<file path="src/rtl/sha1mh_pkg.sv">
`timescale 1ns / 1ps
// ----------------------------------------------------------------------------
// SHA-1 message hasher package
// Shared types, hash constants and block padding helper.
// ----------------------------------------------------------------------------
package sha1mh_pkg;

    typedef logic [31:0]       t_word;
    typedef logic [15:0][31:0] t_block;
    typedef logic [4:0][31:0]  t_chain;

    localparam int ROUNDS       = 80;
    localparam int COUNT_W      = 61;

    localparam logic [6:0] ROUND_LAST = 7'(ROUNDS - 1);
    localparam logic [6:0] ROUND_B1   = 7'd20;
    localparam logic [6:0] ROUND_B2   = 7'd40;
    localparam logic [6:0] ROUND_B3   = 7'd60;

    localparam logic [6:0] PAD_OFF   = 7'd64;
    localparam logic [6:0] LEN_LIMIT = 7'd56;
    localparam logic [7:0] PAD_MARK  = 8'h80;

    localparam t_chain INIT_HASH = {32'hc3d2e1f0, 32'h10325476, 32'h98badcfe,
                                    32'hefcdab89, 32'h67452301};

    localparam t_word K_0 = 32'h5a827999;
    localparam t_word K_1 = 32'h6ed9eba1;
    localparam t_word K_2 = 32'h8f1bbcdc;
    localparam t_word K_3 = 32'hca62c1d6;

    typedef struct packed {
        logic       start;
        logic [6:0] pad_pos;
        logic       mark_en;
        logic       len_en;
    } t_cmp_req;

    // Bytes before the pad position pass, the pad position may take the
    // marker byte, and everything after it reads as zero.
    function automatic t_word pad_word(input logic [3:0] idx, input t_word raw,
                                       input logic [6:0] pad_pos, input logic mark_en);
        t_word      res;
        logic [6:0] pos;
        res = '0;
        for (int b = 0; b < 4; b++) begin
            pos = {1'b0, idx, 2'(b)};
            if (pos < pad_pos) begin
                res[31 - 8 * b -: 8] = raw[31 - 8 * b -: 8];
            end else if (pos == pad_pos && mark_en) begin
                res[31 - 8 * b -: 8] = PAD_MARK;
            end
        end
        return res;
    endfunction

endpackage

</file>
<file path="src/rtl/sha1_message_hasher_top.sv">
`timescale 1ns / 1ps
// ----------------------------------------------------------------------------
// SHA-1 message hasher
// Hashes a byte stream into a 160-bit digest delivered as five words.
// ----------------------------------------------------------------------------
// The slave stream takes one beat per message byte: tdata carries the byte,
// tuser says whether a byte is present and tlast ends the message, so a beat
// with tlast and no byte closes a message (or hashes an empty one).
// Bytes that do not complete a 64-byte block are taken one per cycle. The
// beat that completes a block drops tready while the compression core runs
// its 80 rounds, one per cycle, through one shared adder path. The closing
// beat pads the message and runs one or two more blocks (two when 56 or
// more bytes are pending), then the master stream presents the digest as
// five beats, most significant word first, with tuser giving the word
// position and tlast on the fifth word. A stalled receiver simply holds the
// current digest beat; no input is taken until all five are delivered.
// After the last digest beat the chaining values, byte count and fill level
// are back at their initial values. Synchronous reset returns the block to
// the same state and drops all valid outputs.
// ----------------------------------------------------------------------------
module sha1_message_hasher_top (
    input  logic        i_clk,
    input  logic        i_rst_n,
    input  logic        s_axis_tvalid,
    output logic        s_axis_tready,
    input  logic [7:0]  s_axis_tdata,   // data_byte[7:0]
    input  logic        s_axis_tuser,   // byte_present
    input  logic        s_axis_tlast,
    output logic        m_axis_tvalid,
    input  logic        m_axis_tready,
    output logic [31:0] m_axis_tdata,   // digest_word[31:0]
    output logic [2:0]  m_axis_tuser,   // word_index[2:0]
    output logic        m_axis_tlast
);
    import sha1mh_pkg::*;

    typedef enum logic [1:0] {
        S_IDLE,
        S_WAIT,
        S_EMIT
    } t_state;

    typedef enum logic [1:0] {
        N_IDLE,
        N_FINAL,
        N_LENGTH,
        N_EMIT
    } t_next;

    localparam logic [2:0] WORD_LAST = 3'd4;

    t_state               r_state;
    t_next                r_next;
    t_cmp_req             r_req;
    t_block               r_block;
    t_chain               r_chain;
    logic [5:0]           r_fill;
    logic [COUNT_W-1:0]   r_count;
    logic [2:0]           r_widx;

    logic [6:0] w_fill_nxt;
    logic       w_done;
    t_chain     w_work;

    assign w_fill_nxt = {1'b0, r_fill} + 7'(s_axis_tuser);

    sha1mh_core u_core (
        .i_clk     (i_clk),
        .i_rst_n   (i_rst_n),
        .i_req     (r_req),
        .i_block   (r_block),
        .i_chain   (r_chain),
        .i_bit_len ({r_count, 3'b000}),
        .o_done    (w_done),
        .o_work    (w_work)
    );

    always_ff @(posedge i_clk) begin
        if (!i_rst_n) begin
            r_state   <= S_IDLE;
            r_next    <= N_IDLE;
            r_req     <= '0;
            r_chain   <= INIT_HASH;
            r_fill    <= '0;
            r_count   <= '0;
            r_widx    <= '0;
        end else begin
            r_req.start <= 1'b0;
            unique case (r_state)
                S_IDLE: begin
                    if (s_axis_tvalid) begin
                        if (s_axis_tuser) begin
                            r_block[r_fill[5:2]][{~r_fill[1:0], 3'b000} +: 8] <= s_axis_tdata;
                            r_count <= r_count + COUNT_W'(1);
                            r_fill  <= w_fill_nxt[5:0];
                        end
                        if (w_fill_nxt == PAD_OFF) begin
                            r_req   <= '{start: 1'b1, pad_pos: PAD_OFF, mark_en: 1'b0,
                                         len_en: 1'b0};
                            r_next  <= s_axis_tlast ? N_FINAL : N_IDLE;
                            r_state <= S_WAIT;
                        end else if (s_axis_tlast) begin
                            r_req   <= '{start: 1'b1, pad_pos: w_fill_nxt, mark_en: 1'b1,
                                         len_en: (w_fill_nxt < LEN_LIMIT)};
                            r_next  <= (w_fill_nxt < LEN_LIMIT) ? N_EMIT : N_LENGTH;
                            r_state <= S_WAIT;
                        end
                    end
                end
                S_WAIT: begin
                    if (w_done) begin
                        for (int i = 0; i < 5; i++) begin
                            r_chain[i] <= r_chain[i] + w_work[i];
                        end
                        unique case (r_next)
                            N_IDLE: r_state <= S_IDLE;
                            N_FINAL: begin
                                r_req  <= '{start: 1'b1, pad_pos: '0, mark_en: 1'b1,
                                            len_en: 1'b1};
                                r_next <= N_EMIT;
                            end
                            N_LENGTH: begin
                                r_req  <= '{start: 1'b1, pad_pos: '0, mark_en: 1'b0,
                                            len_en: 1'b1};
                                r_next <= N_EMIT;
                            end
                            N_EMIT: r_state <= S_EMIT;
                            default: r_state <= S_IDLE;
                        endcase
                    end
                end
                S_EMIT: begin
                    if (m_axis_tready) begin
                        r_chain <= {INIT_HASH[r_widx], r_chain[4:1]};
                        r_widx  <= r_widx + 3'd1;
                        if (r_widx == WORD_LAST) begin
                            r_widx  <= '0;
                            r_fill  <= '0;
                            r_count <= '0;
                            r_next  <= N_IDLE;
                            r_state <= S_IDLE;
                        end
                    end
                end
                default: r_state <= S_IDLE;
            endcase
        end
    end

    assign s_axis_tready = (r_state == S_IDLE);
    assign m_axis_tvalid = (r_state == S_EMIT);
    assign m_axis_tdata  = r_chain[0];
    assign m_axis_tuser  = r_widx;
    assign m_axis_tlast  = (r_widx == WORD_LAST);

`ifndef SYNTH
    a_one_side: assert property (@(posedge i_clk) disable iff (!i_rst_n)
        !(s_axis_tready && m_axis_tvalid))
        else $error("Input taken while digest is pending.");
    a_chain_reset: assert property (@(posedge i_clk) disable iff (!i_rst_n)
        (m_axis_tvalid && m_axis_tready && m_axis_tlast) |=> (r_chain == INIT_HASH))
        else $error("Chaining values not restored after digest.");
    a_emit_clean: assert property (@(posedge i_clk) disable iff (!i_rst_n)
        (r_state == S_EMIT) |-> (r_widx <= WORD_LAST && !r_req.start))
        else $error("Digest word index or start out of place.");
    a_start_waits: assert property (@(posedge i_clk) disable iff (!i_rst_n)
        r_req.start |-> (r_state == S_WAIT))
        else $error("Compression started outside the wait state.");
`endif

endmodule

</file>
<file path="src/rtl/sha1mh_core.sv">
`timescale 1ns / 1ps
// ----------------------------------------------------------------------------
// SHA-1 compression core
// Runs the 80 rounds of one block, one round per cycle, with a rolling
// 16-word message schedule.
// ----------------------------------------------------------------------------
module sha1mh_core (
    input  logic                i_clk,
    input  logic                i_rst_n,
    input  sha1mh_pkg::t_cmp_req i_req,
    input  sha1mh_pkg::t_block  i_block,
    input  sha1mh_pkg::t_chain  i_chain,
    input  logic [63:0]         i_bit_len,
    output logic                o_done,
    output sha1mh_pkg::t_chain  o_work
);
    import sha1mh_pkg::*;

    typedef enum logic {
        C_IDLE,
        C_ROUND
    } t_cstate;

    t_cstate    r_state;
    logic [6:0] r_round;
    logic       r_done;
    t_word      r_sched [16];
    t_word      r_a, r_b, r_c, r_d, r_e;

    t_word w_f, w_k, w_temp, w_next_sched;
    t_word w_load [16];

    always_comb begin
        if (r_round < ROUND_B1) begin
            w_f = (r_b & r_c) | (~r_b & r_d);
            w_k = K_0;
        end else if (r_round < ROUND_B2) begin
            w_f = r_b ^ r_c ^ r_d;
            w_k = K_1;
        end else if (r_round < ROUND_B3) begin
            w_f = (r_b & r_c) | (r_b & r_d) | (r_c & r_d);
            w_k = K_2;
        end else begin
            w_f = r_b ^ r_c ^ r_d;
            w_k = K_3;
        end
        w_temp = {r_a[26:0], r_a[31:27]} + w_f + r_e + r_sched[0] + w_k;
        w_next_sched = r_sched[13] ^ r_sched[8] ^ r_sched[2] ^ r_sched[0];
        w_next_sched = {w_next_sched[30:0], w_next_sched[31]};
    end

    always_comb begin
        for (int j = 0; j < 16; j++) begin
            w_load[j] = pad_word(4'(j), i_block[j], i_req.pad_pos, i_req.mark_en);
        end
        if (i_req.len_en) begin
            w_load[14] = i_bit_len[63:32];
            w_load[15] = i_bit_len[31:0];
        end
    end

    always_ff @(posedge i_clk) begin
        if (!i_rst_n) begin
            r_state <= C_IDLE;
            r_round <= '0;
            r_done  <= 1'b0;
        end else begin
            r_done <= 1'b0;
            unique case (r_state)
                C_IDLE: begin
                    if (i_req.start) begin
                        r_sched <= w_load;
                        r_a     <= i_chain[0];
                        r_b     <= i_chain[1];
                        r_c     <= i_chain[2];
                        r_d     <= i_chain[3];
                        r_e     <= i_chain[4];
                        r_round <= '0;
                        r_state <= C_ROUND;
                    end
                end
                C_ROUND: begin
                    r_a <= w_temp;
                    r_b <= r_a;
                    r_c <= {r_b[1:0], r_b[31:2]};
                    r_d <= r_c;
                    r_e <= r_d;
                    for (int i = 0; i < 15; i++) begin
                        r_sched[i] <= r_sched[i + 1];
                    end
                    r_sched[15] <= w_next_sched;
                    r_round     <= r_round + 7'd1;
                    if (r_round == ROUND_LAST) begin
                        r_done  <= 1'b1;
                        r_state <= C_IDLE;
                    end
                end
                default: r_state <= C_IDLE;
            endcase
        end
    end

    assign o_done = r_done;
    assign o_work = {r_e, r_d, r_c, r_b, r_a};

`ifndef SYNTH
    a_start_idle: assert property (@(posedge i_clk) disable iff (!i_rst_n)
        i_req.start |-> r_state == C_IDLE)
        else $error("Compression started while busy.");
    a_done_pulse: assert property (@(posedge i_clk) disable iff (!i_rst_n)
        r_done |=> !r_done)
        else $error("Done held longer than one cycle.");
    a_round_range: assert property (@(posedge i_clk) disable iff (!i_rst_n)
        r_state == C_ROUND |-> r_round <= ROUND_LAST)
        else $error("Round counter out of range.");
    a_done_after_last: assert property (@(posedge i_clk) disable iff (!i_rst_n)
        (r_state == C_ROUND && r_round == ROUND_LAST) |=> (r_done && r_state == C_IDLE))
        else $error("Last round did not finish the block.");
`endif

endmodule

</file>
<file path="config.mk">
export PLATFORM = sky130hd
export DESIGN_NAME = sha1_message_hasher_top
export DESIGN_NICKNAME = d
export VERILOG_FILES = /design/src/rtl/sha1mh_pkg.sv /design/src/rtl/sha1_message_hasher_top.sv /design/src/rtl/sha1mh_core.sv
export SDC_FILE = /design/constraint.sdc
export NUM_CORES = 2
export LEC_CHECK = 0
export BUFFER_PORTS_ARGS = -buffer_cell sky130_fd_sc_hd__buf_2
export CAP_MARGIN = 0
export CORE_MARGIN = 1.5
export CORE_UTILIZATION = 58
export CTS_CLUSTER_SIZE = 12
export DETAILED_ROUTE_END_ITERATION = 7
export GPL_TIMING_DRIVEN = 1
export PLACE_DENSITY = 0.72
export SYNTH_ARGS = -nofsm -noshare
export SYNTH_HDL_FRONTEND = slang
export SYNTH_SLANG_ARGS = --single-unit
</file>
<file path="constraint.sdc">
create_clock -name i_clk -period 37.3 [get_ports i_clk]
set_input_delay 3.73 -clock i_clk [delete_from_list [all_inputs] [get_ports i_clk]]
set_output_delay 3.73 -clock i_clk [all_outputs]
set_load 0.01 [all_outputs]
</file>
== After elaboration in Yosys (flattened, before gate mapping) ==
Memories as Yosys holds them, arrays and structs flattened. A register that Yosys moved wholly into a read port is not among the register bits.
Index checks and enable logic that the tools add are counted.
Widths: inputs -> output; s select.
Storage, ports and cells
  flip-flop bits (word level): 1437
  latch bits: 0
  RAM bits: 0
  memory bits (read-only): 256
  input port bits: 14
  output and inout bits: 38
  logic and storage cells: 515
  memories kept: 1
Operators by class
  add/sub/neg operators: 14
  multipliers: 0
  div/mod/pow operators: 0
  $lt $le $gt $ge: 71
  equal/unequal tests: 81
  shift-type cells: 2
  muxes and demuxes: 195
  bitwise gates (word level): 15
  reduce and logical (&&, ||, !) cells: 82
Memory list
  (name not given): depth 8, bits a word 32, rd ports 1, clocked after memory_dff 1, write ports 0, RTL line sha1_message_hasher_top.sv:134  | r_chain <= {INIT_HASH[r_widx], r_chain[4:1]};
Operators with widths (number)
  $mux 8: 128
  $pmux 512 s2: 1
  $bwmux 512: 1
  $mux 512: 1
  $mux 32: 12
  $mux 160: 2
  $pmux 160 s2: 1
  $pmux 32 s2: 5
  $add 32x32->32: 9
  $mux 61: 4
  $eq 6x7->1 const A: 32
  $lt 6x7->1 const A: 32
  $xor 32x32->32: 5
  $and 32x32->32: 4
  $demux 32 s4: 1
  $pmux 61 s2: 1
  $eq 5x7->1 const A: 16
  $lt 5x7->1 const A: 16
  $or 32x32->32: 3
  $logic_and 1x1->1: 65
  $mux 64: 1
  $add 61x1->61 const B: 1
  $eq 4x7->1 const A: 8
  $lt 4x7->1 const A: 8
  52 further kinds: 103

== Longest topological paths before layout ==
  word-level depth: 11
  depth in mapped cells: 27
  depth with buffers taken out: 25

== Hierarchy ==
A second synthesis with hierarchy kept.
Second synthesis, totals
  cells, all modules: 6039
  area total of the unflattened synthesis: 71725.0 sq um
By module, submodules not included
  sha1mh_core: instances 1, cells each 2937, area each 36533.8 sq um, seq. area each 20359.5 sq um
  sha1_message_hasher_top: instances 1, cells each 3102, area each 35191.3 sq um, seq. area each 20379.5 sq um

== Worst setup path after synthesis ==
OpenSTA, ideal clock, no wires.
  path kind: in2reg
  from: in i_rst_n
  to: reg u_core.r_a[0] (enable)
  setup time: 1.726 ns
  arrival time: 32.048 ns
  required time: 35.574 ns
  path slack: 3.526 ns
  stages on the path: 4
  path buffers: 2
  cells stage by stage: inv_1 > clkbuf_1 > clkbuf_1 > nor2_1
Between the ends
  word-level cells in the longest chain between the ends: 1
Ends and longest elaborated chain
  from (decl): RTL line sha1_message_hasher_top.sv:23  | input logic i_rst_n,
  $reduce_and 2->1 (no line)
  to (signal assigned): RTL line sha1mh_core.sv:73  | r_a <= i_chain[0];
  to (signal assigned): RTL line sha1mh_core.sv:83  | r_a <= w_temp;
  to (decl): RTL line sha1mh_core.sv:28  | t_word r_a, r_b, r_c, r_d, r_e;
No other way between the ends.
A chain may end at the register's enable or synchronous reset.

== Worst setup path after layout ==
  from: reg u_core.r_round[4]
  to: reg u_core.r_a[28] (data pin)
Between the ends
  word-level cells in the longest chain between the ends: 9
  elaborated cells on any way between the ends: 14
  classes of those cells: add/sub (4); order compare (3); mux (7)
Ends and longest elaborated chain
  from (decl): RTL line sha1mh_core.sv:25  | logic [6:0] r_round;
  from (signal assigned): RTL line sha1mh_core.sv:92  | r_round <= r_round + 7'd1;
  $lt 7x6->1: RTL line sha1mh_core.sv:40  | end else if (r_round < ROUND_B3) begin
  $mux 32: RTL line sha1mh_core.sv:40
  $mux 32: RTL line sha1mh_core.sv:37  | end else if (r_round < ROUND_B2) begin
  $mux 32: RTL line sha1mh_core.sv:34  | if (r_round < ROUND_B1) begin
  $add 32x32->32 (3 in a row): RTL line sha1mh_core.sv:47  | w_temp = {r_a[26:0], r_a[31:27]} + w_f + r_e + r_sched[0] + w_k;
  $add 32x32->32 *: RTL line sha1mh_core.sv:47
  $pmux 32 s2 *: RTL line sha1mh_core.sv:69  | unique case (r_state)
Every way passes the cells marked *; elsewhere a longest branch is shown, timed or not.

==> metrics.json <==
{
  "postCtsSetupBuffers": {"value": 0},
  "achievable-frequency": {"value": 143, "unit": "MHz"},
  "multi_input_comb_area": {"value": 27900, "unit": "um2"},
  "post-place-ws": {"value": 29.94, "unit": "ns"},
  "arrival": {"value": 7.50, "unit": "ns"},
  "worst_clock_skew": {"value": 0.0329, "unit": "ns"},
  "netlist-cell-type-count": {"value": 105},
  "critPathMaxFanout": {"value": 26},
  "fp.dieArea": {"value": 124000, "unit": "um2"},
  "max-cap-violations": {"value": 0},
  "timing_worst_slew_pin_value": {"value": 1.09, "unit": "ns"},
  "netlist_area": {"value": 70800, "unit": "um2"},
  "finalHoldViolations": {"value": 0},
  "synthMostInstantiatedCell": {"value": "sky130_fd_sc_hd__edfxtp_1"},
  "period_minus_slack": {"value": 6.98, "unit": "ns"},
  "numCtsBuffers": {"value": 152},
  "postSynthRegisterBits": {"value": 1443},
  "design.core.area": {"value": 121000, "unit": "um2"},
  "first_global_vias": {"value": 46700},
  "critical_path.reg2reg.startpoint": {"value": "u_core.r_round[4]$_SDFFE_PN0N_"},
  "syn_inst": {"value": 5971},
  "synth_sequential_area_ratio": {"value": 0.575},
  "post_drt_wl_per_cell": {"value": 25.2, "unit": "um"},
  "rsz0062_at_grt": {"value": "no"},
  "worst_setup_path_startpoint": {"value": "u_core.r_round[4]$_SDFFE_PN0N_"},
  "timing.rr.end": {"value": "u_core.r_a[28]$_DFFE_PP_"},
  "detailroute.via_count": {"value": 48500},
  "switching_share": {"value": 0.306},
  "run_status": {"value": "finished, final reports clean"},
  "fin_total_pwr": {"value": 4.49, "unit": "mW"},
  "top_level_ports": {"value": 52},
  "initial_antenna_violation_count": {"value": 5},
  "worst-setup-path-type": {"value": "reg -> reg"},
  "seq_power_share": {"value": 0.440},
  "placed_cells_incl_taps": {"value": 7381},
  "rrSetupSlack": {"value": 30.32, "unit": "ns"},
  "drtAntennaViolNets": {"value": 0},
  "netSwitchingPower": {"value": 1.37, "unit": "mW"},
  "worstSkewPairLatency": {"value": 0.79, "unit": "ns"},
  "place_congestion": {"value": 0.988},
  "setup_tns": {"value": 0, "unit": "ns"},
  "cts_tree": {"value": "yes"},
  "synthesis.nets": {"value": 6346},
  "grt_start_max_net_pins": {"value": 193},
  "initial_utilization": {"value": 0.583},
  "drive_above_1_share": {"value": 0.0837},
  "share_of_the_cycle_needed_by_the_critical_path_after_routing": {"value": 0.187},
  "drt_wl_total": {"value": 193000, "unit": "um"},
  "yosys-top-cells-count": {"value": "1184 x sky130_fd_sc_hd__edfxtp_1, 587 x sky130_fd_sc_hd__nand2_1, 417 x sky130_fd_sc_hd__nor2_1, 391 x sky130_fd_sc_hd__o21ai_0, 336 x sky130_fd_sc_hd__a21oi_1"},
  "fraction_of_power_consumed_by_the_clock_network": {"value": 0.326},
  "cts-htree-levels": {"value": 4},
  "drc_errors": {"value": 0},
  "rel_slew_slack": {"value": 0.270},
  "pwr_density_cell": {"value": 58.3, "unit": "nW/um2"},
  "portBuffers": {"value": 51},
  "timing.reg2reg.worst_path_depth": {"value": 23},
  "syn2layout_area_growth": {"value": 8.72, "unit": "%"},
  "fillerInstances": {"value": 9346},
  "number_of_buffers_added_to_fix_hold_violations_after_cts": {"value": 0},
  "regArea": {"value": 40700, "unit": "um2"},
  "detailedRoute.firstIterationViolations": {"value": 5402},
  "synth-main-ff-cell": {"value": "sky130_fd_sc_hd__edfxtp_1"},
  "worst_setup_hold_path_clk_slew": {"value": 0.07, "unit": "ns"},
  "clockBufferDepth": {"value": 3},
  "ir_drop": {"value": 0.0506, "unit": "mV"},
  "end_kind": {"value": "flop"},
  "finalMaxSlewViolations": {"value": 0},
  "avgSynthCellArea": {"value": 11.9, "unit": "um2"},
  "internal_power": {"value": 3.12, "unit": "mW"},
  "synth-edff-count": {"value": 1184},
  "p_leak": {"value": 27.3, "unit": "nW"},
  "layout_setup_ws": {"value": 30.32, "unit": "ns"},
  "cts.root.buffer_cell": {"value": "sky130_fd_sc_hd__clkbuf_16"},
  "setup_viol": {"value": 0},
  "fp.dieW": {"value": 352, "unit": "um"},
  "grt_first_pass_wirelength": {"value": 287000, "unit": "um"},
  "timing.hold.ws": {"value": 0.497, "unit": "ns"},
  "nets": {"value": 6285},
  "instances_no_fill": {"value": 7648},
  "row_count": {"value": 128},
  "post_cts.resized_instances": {"value": 0},
  "total_global_route_track_usage": {"value": 0.305},
  "setup.worst_path.end": {"value": "u_core.r_a[28]$_DFFE_PP_"},
  "synth_area_leader_cell": {"value": "sky130_fd_sc_hd__edfxtp_1"},
  "synth_warnings": {"value": 0},
  "power_frac_comb": {"value": 0.234},
  "drtPass1Iterations": {"value": 7},
  "total_global_routing_overflow": {"value": 0},
  "synthArstFlopShare": {"value": 0},
  "detail_routed_via_count_per_cell": {"value": 6.34},
  "cts_sinks": {"value": 1443},
  "synth_top_area_frac": {"value": 0.502},
  "cp-start-kind": {"value": "flop"},
  "cp.required": {"value": 37.83, "unit": "ns"},
  "die_height": {"value": 352, "unit": "um"},
  "post_synth_main_area_contributors": {"value": "sky130_fd_sc_hd__edfxtp_1 50%, sky130_fd_sc_hd__dfxtp_1 7.3%, sky130_fd_sc_hd__ha_1 4.2%"},
  "hold_path.class": {"value": "reg -> reg"},
  "final_hpwl_dp": {"value": 130000, "unit": "um"}
}
-- power by group through the flow --
stage          sequential (mW)  combinational, mW  clock, mW
2_1_floorplan             2.01              0.811          0
3_3_place_gp              2.00               1.01          0
3_5_place_dp              2.01               1.03          0
4_1_cts                   1.97               1.04       1.47
5_1_grt                   1.98               1.16       1.53
6_report                  1.98               1.05       1.46
-- metal layers --
layer,part of all wire,GRT usage
met1,0.40,0.403
met2,0.47,0.489
met3,0.087,0.0606
met4,0.049,0.140
met5,0.00014,0
-- state kept, by name (all words and copies together) (netlist names), 3 cells and up, named ones only --
register,count
m_axis_tuser,3
u_core.r_a,32
r_count,61
u_core.r_c,32
r_block,512
m_axis_tdata,32
u_core.r_d,32
u_core.r_e,32
u_core.r_round,7
r_fill,6
u_core.r_sched,512
r_req,10
r_chain,128
u_core.r_b,32
-- cells in the final DEF, fill, tap and decap left out, drive strengths merged, types with 67 or more instances in the layout --
master / netlist / final
nor2b: 67 / 67
o211ai: 86 / 86
a21oi: 336 / 336
clkbuf: 257 / 217
a21o: 67 / 67
nor2: 419 / 419
ha: 237 / 237
mux2: 142 / 142
nand2: 587 / 587
buf: 60 / 102
inv: 239 / 245
o21ai: 419 / 419
edfxtp: 1184 / 1184
fa: 124 / 124
xnor2: 205 / 205
a22o: 336 / 336
xor2: 83 / 83
dfxtp: 259 / 259
nand3: 86 / 86
-- metrics by stage --
| stage | utilization | area, um2 |
|---|---|---|
| after floorplan | - | 70800 |
| after global placement | 0.595 | 72300 |
| after detailed placement | 0.595 | 72300 |
| after CTS | 0.634 | 77000 |
| after global routing | 0.634 | 77000 |
| final | 0.634 | 77000 |
-- cell families after synthesis --
| kind of cell | count (synthesis) | share of synthesized area |
|---|---|---|
| AO/OA/AOI/OAI | 1630 | 0.155 |
| AND/OR/NAND/NOR | 1511 | 0.0972 |
| flip-flops | 1443 | 0.575 |
| buffers and inverters | 557 | 0.0315 |
| adder cells (fa/ha/maj) | 361 | 0.0769 |
| XOR/XNOR | 288 | 0.0356 |
| multiplexers | 181 | 0.0281 |
-- final cells by class --
type | count | area share
Sequential cell | 1443 | 0.529
Inverter | 240 | 0.0117
Antenna cell | 4 | 0.000130
Tap cell | 1625 | 0.0264
Timing Repair Buffer | 102 | 0.00897
Multi-Input combinational cell | 3971 | 0.362
Clock buffer | 217 | 0.0547
Clock inverter | 46 | 0.00648
-- critical path: stages, from the launching register on --
cell	delay, ns
sky130_fd_sc_hd__dfxtp_1	0.44
sky130_fd_sc_hd__a41oi_1	0.33
sky130_fd_sc_hd__inv_1	0.47
sky130_fd_sc_hd__nor2_1	0.16
sky130_fd_sc_hd__inv_1	0.30
sky130_fd_sc_hd__buf_4	0.42
sky130_fd_sc_hd__o32ai_1	0.15
sky130_fd_sc_hd__nor2_1	0.20
sky130_fd_sc_hd__fa_1	0.47
sky130_fd_sc_hd__fa_1	0.53
sky130_fd_sc_hd__inv_1	0.06
sky130_fd_sc_hd__fa_1	0.51
sky130_fd_sc_hd__inv_1	0.05
sky130_fd_sc_hd__ha_1	0.34
sky130_fd_sc_hd__o211ai_1	0.14
sky130_fd_sc_hd__a211oi_1	0.48
sky130_fd_sc_hd__nand2_1	0.10
sky130_fd_sc_hd__o21ai_1	0.36
sky130_fd_sc_hd__o21ai_1	0.22
sky130_fd_sc_hd__o21ai_1	0.32
sky130_fd_sc_hd__a31o_1	0.19
sky130_fd_sc_hd__a21oi_1	0.07
sky130_fd_sc_hd__xnor2_1	0.13
sky130_fd_sc_hd__mux2_2	0.26
-- how the worst min path moves through the flow --
stage	slack (ns)	start	cells after the start	to
2_1_floorplan	0.46	m_axis_tdata[7]$_SDFFE_PN0P_	2	m_axis_tdata[7]$_SDFFE_PN0P_
3_3_place_gp	0.48	m_axis_tdata[1]$_SDFFE_PN0P_	2	m_axis_tdata[1]$_SDFFE_PN0P_
3_5_place_dp	0.49	r_chain[33]$_SDFFE_PN0P_	2	r_chain[33]$_SDFFE_PN0P_
4_1_cts	0.50	m_axis_tdata[1]$_SDFFE_PN0P_	2	m_axis_tdata[1]$_SDFFE_PN0P_
5_1_grt	0.53	r_count[37]$_SDFFE_PN0P_	2	r_count[37]$_SDFFE_PN0P_
6_report	0.50	r_chain[33]$_SDFFE_PN0P_	2	r_chain[33]$_SDFFE_PN0P_
Power figures use the tool's default switching activity.
